===== src/hw/rtl/mtme_pkg.sv =====
package mtme_pkg;

  localparam int unsigned KeyW = 76;

  localparam logic [1:0] OP_DATA  = 2'd0;
  localparam logic [1:0] OP_CTRL  = 2'd1;
  localparam logic [1:0] OP_PROBE = 2'd2;
  localparam logic [1:0] OP_NONE  = 2'd3;

  localparam logic [1:0] KIND_MPROBE = 2'd2;

  localparam logic [2:0] ACT_REQ_QUEUED  = 3'd0;
  localparam logic [2:0] ACT_CTRL_QUEUED = 3'd1;
  localparam logic [2:0] ACT_START_READ  = 3'd2;
  localparam logic [2:0] ACT_PROBE_FOUND = 3'd3;
  localparam logic [2:0] ACT_NOT_FOUND   = 3'd4;
  localparam logic [2:0] ACT_MPROBE_DONE = 3'd5;
  localparam logic [2:0] ACT_FULL        = 3'd6;

  typedef struct packed {
    logic [1:0]  op;
    logic [3:0]  iface;
    logic [15:0] comm_id;
    logic [23:0] src_rank;
    logic [31:0] msg_tag;
    logic [15:0] req_handle;
    logic [1:0]  req_kind;
    logic        has_info;
    logic [15:0] info_handle;
    logic [47:0] msg_size;
  } mtme_req_t;

  typedef struct packed {
    logic [2:0]  action;
    logic [15:0] out_req;
    logic [15:0] out_info;
    logic [47:0] out_size;
  } mtme_res_t;

  // command from the control sequencer to one table
  typedef struct packed {
    logic            remove;   // drop first hit, shift younger entries down
    logic            append;   // write into first free entry
    logic [KeyW-1:0] key;
    logic [63:0]     data;
  } mtme_cmd_t;

  // status from a table back to the sequencer
  typedef struct packed {
    logic        hit;
    logic        full;
    logic [63:0] hit_data;
  } mtme_sts_t;

endpackage


===== src/hw/rtl/mtme_cell.sv =====
module mtme_cell
  import mtme_pkg::*;
(
  input  logic            clk,
  input  logic            rst,
  input  mtme_cmd_t       cmd,
  input  logic            older_hit,   // some older cell already matched
  input  logic            older_free,  // some older cell is empty
  input  logic            up_valid,    // younger neighbor contents
  input  logic [KeyW-1:0] up_key,
  input  logic [63:0]     up_data,
  output logic            valid,
  output logic [KeyW-1:0] key,
  output logic [63:0]     data,
  output logic            hit
);

  logic shift_in;

  assign hit      = valid && (key == cmd.key);
  assign shift_in = cmd.remove && (older_hit || hit);

  always_ff @(posedge clk) begin
    if (rst) begin
      valid <= 1'b0;
    end else if (shift_in) begin
      valid <= up_valid;
    end else if (cmd.append && !valid && !older_free) begin
      valid <= 1'b1;
    end
  end

  always_ff @(posedge clk) begin
    if (shift_in) begin
      key  <= up_key;
      data <= up_data;
    end else if (cmd.append && !valid && !older_free) begin
      key  <= cmd.key;
      data <= cmd.data;
    end
  end

endmodule


===== src/hw/rtl/mtme_table.sv =====
module mtme_table
  import mtme_pkg::*;
#(
  parameter int unsigned DEPTH = 16
) (
  input  logic      clk,
  input  logic      rst,
  input  mtme_cmd_t cmd,
  output mtme_sts_t sts
);

  logic [DEPTH:0]  hit_chain;
  logic [DEPTH:0]  free_chain;
  logic [DEPTH-1:0] cv;
  logic [DEPTH-1:0] ch;
  logic [KeyW-1:0] ck [DEPTH];
  logic [63:0]     cd [DEPTH];
  logic [63:0]     sel [DEPTH+1];

  assign hit_chain[0]  = 1'b0;
  assign free_chain[0] = 1'b0;
  assign sel[0]        = '0;

  for (genvar i = 0; i < DEPTH; i++) begin : g_cell
    logic            uv;
    logic [KeyW-1:0] uk;
    logic [63:0]     ud;
    if (i == DEPTH - 1) begin : g_last
      assign uv = 1'b0;
      assign uk = ck[i];
      assign ud = cd[i];
    end else begin : g_mid
      assign uv = cv[i+1];
      assign uk = ck[i+1];
      assign ud = cd[i+1];
    end

    mtme_cell u_cell (
      .clk        (clk),
      .rst        (rst),
      .cmd        (cmd),
      .older_hit  (hit_chain[i]),
      .older_free (free_chain[i]),
      .up_valid   (uv),
      .up_key     (uk),
      .up_data    (ud),
      .valid      (cv[i]),
      .key        (ck[i]),
      .data       (cd[i]),
      .hit        (ch[i])
    );

    assign hit_chain[i+1]  = hit_chain[i] | ch[i];
    assign free_chain[i+1] = free_chain[i] | !cv[i];
    assign sel[i+1]        = (ch[i] && !hit_chain[i]) ? cd[i] : sel[i];
  end

  assign sts.hit      = hit_chain[DEPTH];
  assign sts.full     = !free_chain[DEPTH];
  assign sts.hit_data = sel[DEPTH];

endmodule


===== config.mk =====
export PLATFORM = sky130hd
export DESIGN_NAME = mtme_table
export DESIGN_NICKNAME = d
export VERILOG_FILES = /design/src/hw/rtl/mtme_pkg.sv /design/src/hw/rtl/mtme_cell.sv /design/src/hw/rtl/mtme_table.sv
export SDC_FILE = /design/constraint.sdc
export NUM_CORES = 2
export LEC_CHECK = 0
export BUFFER_PORTS_ARGS = -buffer_cell sky130_fd_sc_hd__buf_2
export CAP_MARGIN = 15
export CORE_MARGIN = 2
export CORE_UTILIZATION = 58
export CTS_CLUSTER_DIAMETER = 50
export DETAILED_ROUTE_END_ITERATION = 10
export PLACE_DENSITY = 0.82
export SETUP_SLACK_MARGIN = 0.02
export SYNTH_ARGS = -nofsm -noshare
export SYNTH_HDL_FRONTEND = slang
export SYNTH_HIERARCHICAL = 1
export SYNTH_SLANG_ARGS = --single-unit

===== constraint.sdc =====
create_clock -name clk -period 8.9 [get_ports clk]
set_input_delay 0.89 -clock clk [delete_from_list [all_inputs] [get_ports clk]]
set_output_delay 0.89 -clock clk [all_outputs]
set_load 0.02 [all_outputs]

==> impl_metrics.json <==
{
  "die_width_um": 467.1,
  "cts_tree": "done",
  "initial_core_util_pct": 58.47,
  "critPathMaxStageDelay_ns": 0.90,
  "nets": 9693,
  "postRouteAntennaNets": 0,
  "drive_gt1_share_pct": 16.84,
  "crit_type": "in2out",
  "timing.slew.headroom_pct": 11.87,
  "rows": 169,
  "worstPathMaxFanout": 30,
  "cts_buffers": 288,
  "synth_cell_types": 69,
  "hold_ws_ns": 0.4696,
  "critPathBufInv": 3,
  "synth_top_cell_by_area": "edfxtp_1",
  "place_area_um2": 129500,
  "ys_seq_area_share_pct": 54.34,
  "leakage_nw": 44.96,
  "clk_latency_ns": 0.94,
  "synth_area_leaders": "edfxtp_1 54%, mux2_1 14%, mux2_2 6.5%",
  "min_from": "cmd[89]",
  "cts_root_buffer": "clkbuf_16",
  "report.final.setup_viol": 0,
  "cts_setup_buffers": 0,
  "cp-start-kind": "input port",
  "grt-ovfl-total": 0,
  "hold_class": "in2reg",
  "async_flop_share_pct": 0,
  "tightestPinTransition_ns": 1.312,
  "yosysTopAreaCellShare_pct": 54.08,
  "cts_resized": 0,
  "synthFlopType": "edfxtp_1",
  "h-tree-depth": 5,
  "startpoint": "cmd[67]",
  "grt_first_pass_wirelength_mm": 594.6,
  "max_clock_freq_mhz": 127.1,
  "drc": 0,
  "fillers": 15220,
  "port_buffers": 209,
  "io_pins": 210,
  "vias": 86810,
  "cts_num_sinks": 2256,
  "drv_slew": 0,
  "yosys-top-cells-count": "2240 x edfxtp_1, 1536 x mux2_1, 720 x mux2_2, 544 x xnor2_1, 344 x nand2_1",
  "core_um2": 212700,
  "power_density_nw_per_um2": 177.5,
  "gp_congestion": 1.107,
  "cp.arrival_ns": 6.98,
  "avgSynthCellArea_um2": 13.43,
  "cpMostUsedCell": "buf_2",
  "wl_per_cell_um": 33.03,
  "period_minus_slack_ns": 7.869,
  "status": "finished clean",
  "crit_chain": "buf_2 -> nor2b_1 -> a2111o_1 -> nor3_1 -> nand4_1 -> nor4_2 -> buf_4 -> nor2b_2 -> a221oi_1 -> o21ai_0 -> o211ai_1 -> a21oi_1 -> buf_2",
  "regToRegStartpoint": "g_cell[11].u_cell/key[75]",
  "synth_cells": 9258,
  "regArea_um2": 67580,
  "skew_ns": 0.06749,
  "grt_pass1_vias": 86280,
  "grt_max_degree": 142,
  "synth_edf_count": 2240,
  "crit_required_ns": 8.01,
  "dp_hpwl_mm": 282.5,
  "final-hold-violation-count": 0,
  "yosys_warnings": 6,
  "post-synth-top-count-cell": "edfxtp_1",
  "drt_first_iter_violations": 12130,
  "die_area_um2": 218200,
  "syn_area_um2": 124400,
  "routed_wirelength_mm": 415.7,
  "multi_input_area_um2": 54160,
  "die_h_um": 467.1,
  "crit_family": "simple AND/OR/NAND/NOR gates",
  "clk_pin_slew_ns": 0.05,
  "clk_path_buf_depth": 4,
  "cap_violations": 0,
  "antenna_found_initial": 32,
  "grt_usage_pct": 37.19,
  "period_share_pct": 88.42,
  "ir_drop_mv": 0.1896,
  "endpoint_kind": "output port",
  "synth_seq_cells": 2256,
  "cts_hold_buf": 0,
  "syn_to_final_growth_pct": 11.32,
  "via_per_inst": 6.897,
  "final_area_um2": 138500,
  "crit_slowest_cell": "nor2b_2",
  "firstDrtPassIters": 9,
  "rsz0062_at_grt": "false",
  "finalSetupTns_ns": 0
}
## metal layers
metal  vias up  share of wire, %  GRT usage, %
li1      36660                 -             -
met1     42880                38         50.00
met2      6087                44         56.70
met3      1181                11         7.592
met4         4               6.3         20.43
met5         -            0.0067             0
## area by class of cell
class | count | share of cell area (%)
diodes | 20 | 0.03615
clock buffers | 337 | 5.415
clock inverters | 150 | 1.000
inverters | 228 | 0.6199
multi-input cells | 6340 | 39.11
flip-flops and latches | 2256 | 48.81
well taps | 2821 | 2.549
repair buffers | 435 | 2.454
## final timing paths
path	slack [ns]	to	cells after the start
worst min register to register	0.55	g_cell[12].u_cell/data[53]	1
worst max register to register	2.88	g_cell[12].u_cell/key[34]	12
worst min-delay path	0.47	g_cell[0].u_cell/key[25]	2
worst max-delay path	1.03	sts[13]	13
## kinds of logic after synthesis
| family | count (synthesis) | synth area share (%) |
|---|---|---|
| other | 1 | 0.003015 |
| AOI/OAI and AO/OA | 1145 | 6.683 |
| xor gates and xnor gates | 880 | 6.197 |
| buffers and inverters | 664 | 2.521 |
| muxes | 2258 | 20.44 |
| and+or+nand+nor | 2054 | 9.817 |
| DFF | 2256 | 54.34 |
## stage by stage
stage | power [mW] | utilization [%] | std cells | setup WS [ns]
4_1_cts | 24.58 | 65.06 | 12570 | 1.304
5_1_grt | 25.10 | 65.08 | 12580 | 1.205
3_3_place_gp | 13.49 | 60.88 | 12080 | 1.502
6_report | 24.57 | 65.09 | 12590 | 1.031
3_5_place_dp | 13.53 | 60.89 | 12080 | 1.489
2_1_floorplan | 12.83 | - | 9260 | 0.2262
## placed cells by master (no fill, tap or decap), types with 52 or more instances in the layout
cell type,count
a211oi_1,81
a21oi_1,193
a221o_1,52
a22oi_1,168
and2_1,52
buf_2,209
buf_4,173
clkbuf_16,293
edfxtp_1,2240
inv_1,224
mux2_1,1536
mux2_2,720
nand2_1,343
nand2b_1,296
nand3b_1,95
nand4_1,307
nor2_1,107
nor2b_1,280
nor3_1,130
nor4_1,163
o2111ai_1,80
o21ai_0,150
o22ai_1,52
or4_1,81
xnor2_1,544
xor2_1,336
## flip-flops by register name (all words and copies together), names as in the netlist
register and cells:
g_cell.u_cell/key 1216, g_cell.u_cell/data 1024, g_cell.u_cell/valid 16
## power breakdown
group          internal, mW  switching, mW  total [mW]  leakage (nW)
Combinational         0.583          0.994        1.58          20.3
Sequential             11.8         0.0353        11.8          20.4
Clock                  6.59           4.60        11.2          4.32
Total                  18.9           5.63        24.6          45.0
No activity file was read; power rests on OpenSTA's default activity.
